--- config.mk ---
export PLATFORM = sky130hd
export DESIGN_NAME = prefix_expression_stack_evaluator_core
export DESIGN_NICKNAME = d
export VERILOG_FILES = /design/src/rtl/core/pese_pkg.sv /design/src/rtl/core/pese_front.sv /design/src/rtl/core/pese_back.sv /design/src/rtl/core/prefix_expression_stack_evaluator_core.sv
export VERILOG_INCLUDE_DIRS = /design/src /design/src/rtl/core
export SDC_FILE = /design/constraint.sdc
export NUM_CORES = 2
export LEC_CHECK = 0
export ABC_AREA = 1
export BUFFER_PORTS_ARGS = -buffer_cell sky130_fd_sc_hd__buf_2
export CAP_MARGIN = 20
export CORE_MARGIN = 10
export CORE_UTILIZATION = 50
export DETAILED_ROUTE_END_ITERATION = 8
export PLACE_DENSITY = 0.77
export REMOVE_ABC_BUFFERS = 1
export SLEW_MARGIN = 10
export SYNTH_ARGS = -nofsm -noshare
export SYNTH_HDL_FRONTEND = slang
export SYNTH_SLANG_ARGS = --single-unit
--- constraint.sdc ---
create_clock -name clock -period 6.6 [get_ports clock]
set_input_delay 1.32 -clock clock [delete_from_list [all_inputs] [get_ports clock]]
set_output_delay 1.32 -clock clock [all_outputs]
set_load 0.02 [all_outputs]
--- src/rtl/core/prefix_expression_stack_evaluator_core_assert.svh ---
// Assertion macros for the prefix expression stack evaluator.
`ifndef PREFIX_EXPRESSION_STACK_EVALUATOR_CORE_ASSERT_SVH
`define PREFIX_EXPRESSION_STACK_EVALUATOR_CORE_ASSERT_SVH
`ifndef SYNTH
`define PESE_ASSERT(label, clk, rst, prop, msg) \
   label: assert property (@(posedge clk) disable iff (rst) prop) else $error(msg);
`define PESE_ASSERT_NR(label, clk, prop, msg) \
   label: assert property (@(posedge clk) prop) else $error(msg);
`else
`define PESE_ASSERT(label, clk, rst, prop, msg)
`define PESE_ASSERT_NR(label, clk, prop, msg)
`endif
`endif

--- src/rtl/core/pese_pkg.sv ---
// ----------------------------------------------------------------------------
// pese_pkg
// Types, codes and constants of the prefix expression stack evaluator.
// ----------------------------------------------------------------------------
package pese_pkg;
   localparam int STACK_DEPTH = 16;
   localparam int PTR_W = $clog2(STACK_DEPTH);
   localparam int CNT_W = $clog2(STACK_DEPTH + 1);
   localparam int DIV_CNT_W = 6;

   localparam logic [7:0] CH_ZERO = 8'h30;
   localparam logic [7:0] CH_NINE = 8'h39;
   localparam logic [7:0] CH_ADD = 8'h2b;
   localparam logic [7:0] CH_SUB = 8'h2d;
   localparam logic [7:0] CH_MUL = 8'h78;
   localparam logic [7:0] CH_DIV = 8'h2f;

   typedef enum logic [1:0] {
      ST_OK = 2'd0,
      ST_UNDERFLOW = 2'd1,
      ST_DIVZERO = 2'd2,
      ST_OVERFLOW = 2'd3
   } status_type;

   typedef enum logic [2:0] {
      OP_NONE, OP_DIGIT, OP_ADD, OP_SUB, OP_MUL, OP_DIV
   } op_type;

   typedef enum logic [2:0] {
      BK_IDLE, BK_READ, BK_EXEC, BK_MUL, BK_DIV, BK_FIX, BK_OUT
   } back_state_type;

   typedef struct packed {
      logic [7:0] token_char;
      logic clear_first;
   } req_type;

   typedef struct packed {
      logic signed [31:0] value;
      logic [1:0] status;
   } rsp_type;

   typedef struct packed {
      op_type op;
      logic clear_first;
      logic [3:0] digit;
   } cmd_type;
endpackage

--- src/rtl/core/pese_front.sv ---
// ----------------------------------------------------------------------------
// pese_front
// Accepts tokens, classifies them and holds them in a two-entry queue.
// ----------------------------------------------------------------------------
module pese_front (
   input logic clock,
   input logic reset,
   input logic req_push,
   output logic req_full,
   input pese_pkg::req_type req_data,
   output logic cmd_valid,
   input logic cmd_take,
   output pese_pkg::cmd_type cmd_data
);
   import pese_pkg::*;

   cmd_type q_ff [2];
   logic rd_ff, rd_in, wr_ff, wr_in;
   logic [1:0] cnt_ff, cnt_in;
   cmd_type cls;
   logic push_ok, take_ok;

   always_comb begin
      cls.clear_first = req_data.clear_first;
      cls.digit = 4'(req_data.token_char - CH_ZERO);
      if (req_data.token_char >= CH_ZERO && req_data.token_char <= CH_NINE) begin
         cls.op = OP_DIGIT;
      end else begin
         case (req_data.token_char)
            CH_ADD: cls.op = OP_ADD;
            CH_SUB: cls.op = OP_SUB;
            CH_MUL: cls.op = OP_MUL;
            CH_DIV: cls.op = OP_DIV;
            default: cls.op = OP_NONE;
         endcase
      end
   end

   assign req_full = cnt_ff == 2'd2;
   assign cmd_valid = cnt_ff != 2'd0;
   assign cmd_data = q_ff[rd_ff];
   assign push_ok = req_push && !req_full;
   assign take_ok = cmd_take && cmd_valid;

   always_comb begin
      rd_in = rd_ff ^ take_ok;
      wr_in = wr_ff ^ push_ok;
      cnt_in = cnt_ff + 2'(push_ok) - 2'(take_ok);
   end

   always_ff @(posedge clock) begin
      if (reset) begin
         rd_ff <= 1'b0;
         wr_ff <= 1'b0;
         cnt_ff <= 2'd0;
      end else begin
         rd_ff <= rd_in;
         wr_ff <= wr_in;
         cnt_ff <= cnt_in;
      end
      if (push_ok) begin
         q_ff[wr_ff] <= cls;
      end
   end
endmodule

--- src/rtl/core/pese_back.sv ---
// ----------------------------------------------------------------------------
// pese_back
// Executes classified tokens on the operand stack and holds one result.
// ----------------------------------------------------------------------------
module pese_back (
   input logic clock,
   input logic reset,
   input logic cmd_valid,
   output logic cmd_take,
   input pese_pkg::cmd_type cmd_data,
   output logic rsp_empty,
   input logic rsp_pop,
   output pese_pkg::rsp_type rsp_data
);
   import pese_pkg::*;
   `include "prefix_expression_stack_evaluator_core_assert.svh"

   logic [31:0] stack_mem [STACK_DEPTH];
   back_state_type state_ff, state_in;
   logic [CNT_W-1:0] count_ff, count_in;
   cmd_type cmd_ff, cmd_in;
   logic [31:0] left_ff, right_ff;
   logic [31:0] acc_ff, acc_in, rem_ff, rem_in, dvs_ff, dvs_in;
   logic neg_ff, neg_in;
   logic [DIV_CNT_W-1:0] step_ff, step_in;
   rsp_type res_ff, res_in;
   rsp_type out_ff, out_in;
   logic full_ff, full_in;
   logic wr_en;
   logic [PTR_W-1:0] wr_addr;
   logic [31:0] wr_data;
   logic rd_en;
   logic [PTR_W-1:0] rd_top_addr, rd_next_addr;
   logic [32:0] trial;
   logic [31:0] prod;
   logic div_last;
   logic rsp_wait;

   assign rsp_empty = !full_ff;
   assign rsp_data = out_ff;
   assign trial = {rem_ff, acc_ff[31]} - {1'b0, dvs_ff};
   assign prod = left_ff * right_ff;
   assign div_last = state_ff == BK_DIV && step_ff == DIV_CNT_W'(31);
   assign rsp_wait = !rsp_empty && !rsp_pop;

   always_comb begin
      state_in = state_ff;
      count_in = count_ff;
      cmd_in = cmd_ff;
      acc_in = acc_ff;
      rem_in = rem_ff;
      dvs_in = dvs_ff;
      neg_in = neg_ff;
      step_in = step_ff;
      res_in = res_ff;
      out_in = out_ff;
      full_in = full_ff && !rsp_pop;
      cmd_take = 1'b0;
      wr_en = 1'b0;
      wr_addr = '0;
      wr_data = '0;
      rd_en = 1'b0;
      rd_top_addr = '0;
      rd_next_addr = '0;
      case (state_ff)
         BK_IDLE: begin
            if (cmd_valid) begin
               cmd_take = 1'b1;
               cmd_in = cmd_data;
               if (cmd_data.clear_first) begin
                  count_in = '0;
               end
               state_in = BK_READ;
            end
         end
         BK_READ: begin
            state_in = BK_IDLE;
            case (cmd_ff.op)
               OP_DIGIT: begin
                  if (count_ff >= CNT_W'(STACK_DEPTH)) begin
                     res_in = '{value: '0, status: ST_OVERFLOW};
                     state_in = BK_OUT;
                  end else begin
                     wr_en = 1'b1;
                     wr_addr = count_ff[PTR_W-1:0];
                     wr_data = 32'(cmd_ff.digit);
                     count_in = count_ff + 1'b1;
                  end
               end
               OP_ADD, OP_SUB, OP_MUL, OP_DIV: begin
                  if (count_ff < CNT_W'(2)) begin
                     res_in = '{value: '0, status: ST_UNDERFLOW};
                     state_in = BK_OUT;
                  end else begin
                     rd_en = 1'b1;
                     rd_top_addr = PTR_W'(count_ff - 1'b1);
                     rd_next_addr = PTR_W'(count_ff - 2'd2);
                     state_in = BK_EXEC;
                  end
               end
               default: state_in = BK_IDLE;
            endcase
         end
         BK_EXEC: begin
            state_in = BK_OUT;
            res_in.status = ST_OK;
            case (cmd_ff.op)
               OP_ADD: res_in.value = left_ff + right_ff;
               OP_SUB: res_in.value = left_ff - right_ff;
               OP_MUL: state_in = BK_MUL;
               default: begin
                  if (right_ff == '0) begin
                     res_in = '{value: '0, status: ST_DIVZERO};
                  end else begin
                     acc_in = left_ff[31] ? -left_ff : left_ff;
                     dvs_in = right_ff[31] ? -right_ff : right_ff;
                     neg_in = left_ff[31] ^ right_ff[31];
                     rem_in = '0;
                     step_in = '0;
                     state_in = BK_DIV;
                  end
               end
            endcase
         end
         BK_MUL: begin
            res_in.value = prod;
            state_in = BK_OUT;
         end
         BK_DIV: begin
            if (!trial[32]) begin
               rem_in = trial[31:0];
               acc_in = {acc_ff[30:0], 1'b1};
            end else begin
               rem_in = {rem_ff[30:0], acc_ff[31]};
               acc_in = {acc_ff[30:0], 1'b0};
            end
            step_in = step_ff + 1'b1;
            if (div_last) begin
               state_in = BK_FIX;
            end
         end
         BK_FIX: begin
            res_in.value = neg_ff ? -acc_ff : acc_ff;
            state_in = BK_OUT;
         end
         BK_OUT: begin
            if (!full_ff || rsp_pop) begin
               full_in = 1'b1;
               out_in = res_ff;
               state_in = BK_IDLE;
               if (res_ff.status == ST_OK) begin
                  wr_en = 1'b1;
                  wr_addr = PTR_W'(count_ff - 2'd2);
                  wr_data = res_ff.value;
                  count_in = count_ff - 1'b1;
               end
            end
         end
         default: state_in = BK_IDLE;
      endcase
   end

   always_ff @(posedge clock) begin
      if (reset) begin
         state_ff <= BK_IDLE;
         count_ff <= '0;
         full_ff <= 1'b0;
      end else begin
         state_ff <= state_in;
         count_ff <= count_in;
         full_ff <= full_in;
      end
      cmd_ff <= cmd_in;
      acc_ff <= acc_in;
      rem_ff <= rem_in;
      dvs_ff <= dvs_in;
      neg_ff <= neg_in;
      step_ff <= step_in;
      res_ff <= res_in;
      out_ff <= out_in;
   end

   always_ff @(posedge clock) begin
      if (wr_en) begin
         stack_mem[wr_addr] <= wr_data;
      end
      if (rd_en) begin
         left_ff <= stack_mem[rd_top_addr];
         right_ff <= stack_mem[rd_next_addr];
      end
   end

   `PESE_ASSERT(a_count_range, clock, reset, count_ff <= CNT_W'(STACK_DEPTH), "count too large")
   `PESE_ASSERT(a_take_idle, clock, reset, cmd_take |-> state_ff == BK_IDLE, "take while busy")
   `PESE_ASSERT(a_div_len, clock, reset, div_last |=> state_ff == BK_FIX, "divider length")
   `PESE_ASSERT(a_rsp_hold, clock, reset, rsp_wait |=> $stable(rsp_data), "result changed")
endmodule

--- src/rtl/core/prefix_expression_stack_evaluator_core.sv ---
// ----------------------------------------------------------------------------
// prefix_expression_stack_evaluator_core
// Prefix expression evaluator with an operand stack and a result queue.
// ----------------------------------------------------------------------------
// Tokens enter on the req_ queue port: an item is taken when req_push is
// high and req_full is low. A front stage classifies each token into a
// two-entry queue, and a back stage executes it on a 16-entry operand
// stack. Results leave on the rsp_ port: the oldest result is shown while
// rsp_empty is low and is taken when rsp_pop is high.
// A digit or an ignored token passes the idle and read states of the back
// stage. Add and subtract pass read, execute and output, and multiply adds
// a multiply state; the back stage takes no new item before the last one
// is through. Division runs a one-bit-per-cycle restoring divider and a
// sign fix state, which sets the worst-case rate. Underflow and overflow
// results go from read to output, divide by zero from execute to output.
// Reset empties the stack and both queues.
// When the receiver stalls, one result waits in the output register and
// the back stage holds the next result until that register frees; the
// front queue then fills and raises req_full.
module prefix_expression_stack_evaluator_core (
   input logic clock,
   input logic reset,
   input logic req_push,
   output logic req_full,
   input pese_pkg::req_type req_data,
   output logic rsp_empty,
   input logic rsp_pop,
   output pese_pkg::rsp_type rsp_data
);
   import pese_pkg::*;

   logic cmd_valid, cmd_take;
   cmd_type cmd_data;

   pese_front u_front (
      .clock, .reset, .req_push, .req_full, .req_data,
      .cmd_valid, .cmd_take, .cmd_data
   );

   pese_back u_back (
      .clock, .reset, .cmd_valid, .cmd_take, .cmd_data,
      .rsp_empty, .rsp_pop, .rsp_data
   );
endmodule

; After elaboration in Yosys (flattened, before gate mapping)
; Memory sizes are Yosys's and may differ from the RTL's. A register that Yosys moved wholly into a read port is not among the register bits.
; Cells that the tools add are included.
[op_classes]
n_addsub = 13
n_mul = 1
n_lt_le_gt_ge = 4
n_eq_ne = 31
muxes = 73
bitwise = 5
reduce_logical = 29
[ops]
columns = cell, count
row1 = two-way mux 32 bit, 10
row2 = one-hot mux 32 bit (2 select lines), 3
row3 = one-hot mux 32 bit (4 select lines), 1
row4 = two-way mux 34 bit, 3
row5 = negation 32 bit, 3
row6 = one-hot mux 32 bit (3 select lines), 1
row7 = one-hot mux 34 bit (2 select lines), 1
row8 = two-way mux 4 bit, 11
row9 = subtractor 33 x 32 -> 33 bit, 1
row10 = adder 32 bit, 1
row11 = logical NOT 32 bit, 1
row12 = multiplier 32 x 32 -> 32 bit, 1
row13 = subtractor 32 bit, 1
row14 = two-way mux 31 bit, 1
row15 = two-way mux 5 bit, 6
row16 = == test 8 x 6 -> 1 bit (second input constant), 3
row17 = two-way mux 3 bit, 6
row18 = one-hot mux 3 bit (6 select lines), 1
row19 = two-way mux 1 bit, 17
row20 = == test 3 bit (second input constant), 5
row21 = one-hot mux 5 bit (3 select lines), 1
row22 = == test 3 x 2 -> 1 bit (second input constant), 4
row23 = two-way mux 6 bit, 2
row24 = inequality test 2 bit (second input constant), 6
row25 = 44 further kinds, 66
[word_totals]
ff_bits = 191
mem_bits_rw = 528
input_bits = 13
wordCells = 176
memories = 2
[memory_table]
columns = memory, words, width, rd, rd_ports_with_merged_regs, write_ports, line
row1 = u_back.stack_mem, 16, 32, 2, 2, 1, pese_back.sv:18  ; logic [31:0] stack_mem [STACK_DEPTH];
row2 = u_front.q_ff, 2, 8, 1, 1, 1, pese_front.sv:17  ; cmd_type q_ff [2];

; Longest topological paths before layout
[logic_depth]
depth_word = 6
depth_mapped = 36
depth_no_buf = 34

; Cells and area by module
; A second synthesis with hierarchy kept.
[hier_totals]
cells_unflattened = 7045
area_unflattened_um2 = 59423.2
[by_module_without_submodules]
columns = mod, n_inst, cells_each, area_per_inst_um2, seq_area_each_um2
row1 = pese_back, 1, 6958, 58458.6, 22821.9
row2 = pese_front, 1, 87, 964.7, 560.5

; Least setup slack after synthesis
; No wires, ideal clock.
[synth_path]
kind = register -> register
from = register u_back.right_ff[0] (read register of u_back.stack_mem)
to = register u_back.acc_ff[0], enable pin
setup_ns = 0.595
arrival_time_ns = 6.581
path_slack_ns = -0.576
stages_incl_launch_ff = 12
path_buffers = 2
cell_sequence = edfxtp_1 -> clkbuf_1 -> clkbuf_1 -> inv_1 -> ha_1 -> nand2_1 -> nor3_2 -> nand2_1 -> nor4_1 -> nand3_1 -> nand2_1 -> o21ai_0
[synth_via]
elab_chain_len = 3
[synth_rtl]
columns = element, line
row1 = from (decl), pese_back.sv:22  ; logic [31:0] left_ff, right_ff;
row2 = logical NOT 32 bit, pese_back.sv:112  ; if (right_ff == '0) begin
row3 = inequality test 2 bit (no line), --
row4 = AND reduction 3 bit (no line), --
row5 = to (signal assigned), pese_back.sv:174  ; acc_ff <= acc_in;
row6 = to (decl), pese_back.sv:23  ; logic [31:0] acc_ff, acc_in, rem_ff, rem_in, dvs_ff, dvs_in;
; Every way passes these cells.
; A chain may end at the register's enable or synchronous reset.

==> flow_summary.toml <==
[global_routing]
grt_usage_pct = 28.2
antenna_found_initial = 12
grt_pass1_wl_mm = 294
grt_pass1_vias = 49847
overflow = 0
grt_start_max_net_pins = 163

[yosys]
synth_edf_count = 770
synth-seq-cells = 783
synth_area_leaders = "edfxtp_1, fa_1, nand2_1, inv_1, o21ai_0"
avgSynthCellArea_sq_um = 8.50
ys_warn_count = 0
ys_types = 62
yosysSeqAreaShare_pct = 39.0
async_flop_share_pct = 0
synth_top_cell_by_area = "edfxtp_1"
synth-main-ff-cell = "edfxtp_1"
synthCells = 7049
syn_area_sq_mm = 0.0599
netlist.area_leader.share_pct = 38.6

[detailed_routing]
wl_per_cell_um = 22.1
antenna_left = 0
wl_mm = 195
drtIter0Drc = 6218
viasPerCell = 5.79
num_vias = 51195
route.detailed.drc = 0
first_pass_iters = 6

[cells_and_area]
post-route-cell-area_sq_mm = 0.0676
area_growth_pct = 12.8
drive_gt1_share_pct = 11.5
mostFrequentLayoutCells = "nand2_1, inv_1, edfxtp_1, o21ai_0, nor2_1"
fillCellCount = 10084
finalNetCount = 7794
regArea_sq_mm = 0.0234
final_common_cell = "nand2_1"
multiInputGateArea_sq_mm = 0.0307
utilization_pct = 57.0

[worst_hold_path]
min_to = "u_front.cnt_ff[1]"
hp-class = "register to register"
hold_depth = 1
hp-start = "u_front.cnt_ff[1]"

[clock_network]
clock_latency_ns = 0.71
cts-root-buf = "clkbuf_16"
path_clk_slew_ns = 0.06
cts_tree = "built"
h-tree-depth = 3
clkSinkCount = 783
clockBufferDepth = 3
numCtsBuffers = 84

[worst_setup_path]
cp-start-kind = "register"
critPathArrivalTime_ns = 7.28
critical_path.cell_chain = "buf_4 > buf_4 > nand2_1 > inv_1 > fa_1 > fa_2 > fa_1 > inv_2 > fa_1 > inv_2 > fa_1 > fa_1 > fa_2 > fa_1 > ha_4 > a21oi_2 > buf_4 > o21a_1 > nor3_2 > nor3_2 > o211ai_1 > o21ai_1 > o211ai_1"
crit_slowest_cell = "fa_2"
cpPeakStageDelay_ns = 0.60
rrSetupSlack_ns = -0.26
worstPathRequired_ns = 7.01
rr_endpoint = "u_back.res_ff[31]"
setup.worst_path.class = "register to register"
r2r_start = "u_back.left_ff[14]"
endpoint_kind = "register"
cp_max_fo = 5
crit_top_cell = "fa_1"
reg2regPathDepth = 23
setup.worst_path.start = "u_back.left_ff[14]"

[timing]
setup_slack_ns = -0.265
skew_ns = 0.0636
max-slew-margin-rel_pct = 21.1
hold_violations = 0
rsz0062_at_grt = "yes"
setup_viol = 11
fmax_mhz = 146
worst_pin_slew_ns = 1.18
final_max_slew_viol_count = 0
period_share_pct = 104
finalCriticalPeriod_ns = 6.86

[floorplan]
start_util_pct = 50.6
die_w_um = 366
coreArea_sq_mm = 0.119
die-area_sq_mm = 0.134
ios = 49
rows = 126
fp.dieH_um = 366

[run_status]
failed_checks = "negative setup slack"
status = "finished with violations"

[placed_design]
dpl.hpwl_mm = 137
dpl-instance-area_sq_mm = 0.0633
dpl_worst_slack_ns = -0.405
numPortBuffers = 48
finalWeightedCongestion = 1.02

[flow_run]
maxCapViolations = 0
[what timing repair did]
action | in CTS | in global routing
resized for setup | 139 | 91
pin swaps | 54 | 42
hold buffers | 0 | 0
setup endpoints to repair | 18 | 22
buffers inserted | 50 | 8
[metal layers]
metal | global-route usage [%] | wire length, um | up-vias
li1 | - | - | 23121
met1 | 35.7 | 72200 | 24238
met2 | 44.6 | 87900 | 3141
met3 | 5.95 | 22400 | 687
met4 | 16.2 | 12600 | 8
met5 | 0 | 58 | -
[synth_stat cells (11+ instances only)]
library cell / number
nor3_1: 50
o22ai_1: 39
nor2_1: 497
ha_1: 200
o211ai_1: 109
o21ai_0: 753
o21ai_1: 180
a21oi_1: 235
edfxtp_1: 770
dfxtp_1: 13
nor4_1: 19
buf_6: 31
nand3b_1: 19
buf_2: 88
a31oi_1: 13
o21bai_1: 13
clkbuf_1: 214
xnor2_1: 32
nand4_1: 24
buf_4: 12
nand2_1: 1551
xor2_1: 56
a21o_1: 12
nand3_1: 150
inv_2: 11
o211ai_2: 54
o221ai_1: 66
buf_1: 38
inv_1: 1297
or2_2: 14
fa_1: 410
[cell type report]
| type | instances | area share (%) |
|---|---|---|
| Antenna cell | 1 | 0.00370 |
| Clock buffer | 94 | 3.17 |
| Clock inverter | 61 | 1.12 |
| Inverter | 1309 | 7.28 |
| Multi-Input combinational cell | 4573 | 45.5 |
| Sequential cell | 783 | 34.6 |
| Tap cell | 1600 | 2.96 |
| Timing Repair Buffer | 420 | 5.40 |
[how the worst max path moves through the flow]
stage	end	slack, ns	cells past startpoint
floorplan	u_back.acc_ff[0]	-0.66	9
global placement	u_back.res_ff[27]	-0.34	24
detailed placement	u_back.res_ff[27]	-0.40	24
CTS	u_back.res_ff[31]	-0.09	27
global route	u_back.res_ff[33]	-0.39	25
finish	u_back.res_ff[31]	-0.26	23
[critical path: cells and delay by family, from the launching register on]
family | cells | cell delay [ns]
buf+inv | 6 | 0.58
simple gates | 3 | 0.35
compound gates | 5 | 0.89
fa+ha+maj | 9 | 4.41
flops | 1 | 0.38
[cell families after synthesis]
group | Yosys count | synth area share (%)
xor gates and xnor gates | 88 | 1.29
and+or+nand+nor | 2356 | 15.9
DFF | 783 | 39.0
adders and majority gates | 610 | 17.9
buffers and inverters | 1693 | 11.3
AOI/OAI and AO/OA | 1519 | 14.7
[registers in the layout, indices dropped and copies added (netlist names)]
signal            count
u_back.acc_ff        32
u_back.cmd_ff         7
u_back.count_ff       5
u_back.dvs_ff        32
u_back.full_ff        1
u_back.left_ff       32
u_back.neg_ff         1
u_back.rem_ff        32
u_back.res_ff        34
u_back.right_ff      32
u_back.rsp_data      34
u_back.stack_mem    512
u_back.state_ff       3
u_back.step_ff        6
u_front.cnt_ff        2
u_front.q_ff         16
u_front.rd_ff         1
u_front.wr_ff         1
[stage by stage]
step           hold slack (ns)  instances  TNS, ns
6_report                 0.468       8841    -1.44
4_1_cts                  0.459       8829   -0.321
2_1_floorplan            0.422       6665   -74.65
3_3_place_gp             0.433       8623    -1.53
5_1_grt                  0.486       8840    -3.52
3_5_place_dp             0.449       8625    -2.85
Power is not shown: default switching activity piles up to over one toggle a cycle in this logic, so the estimate is an artifact.
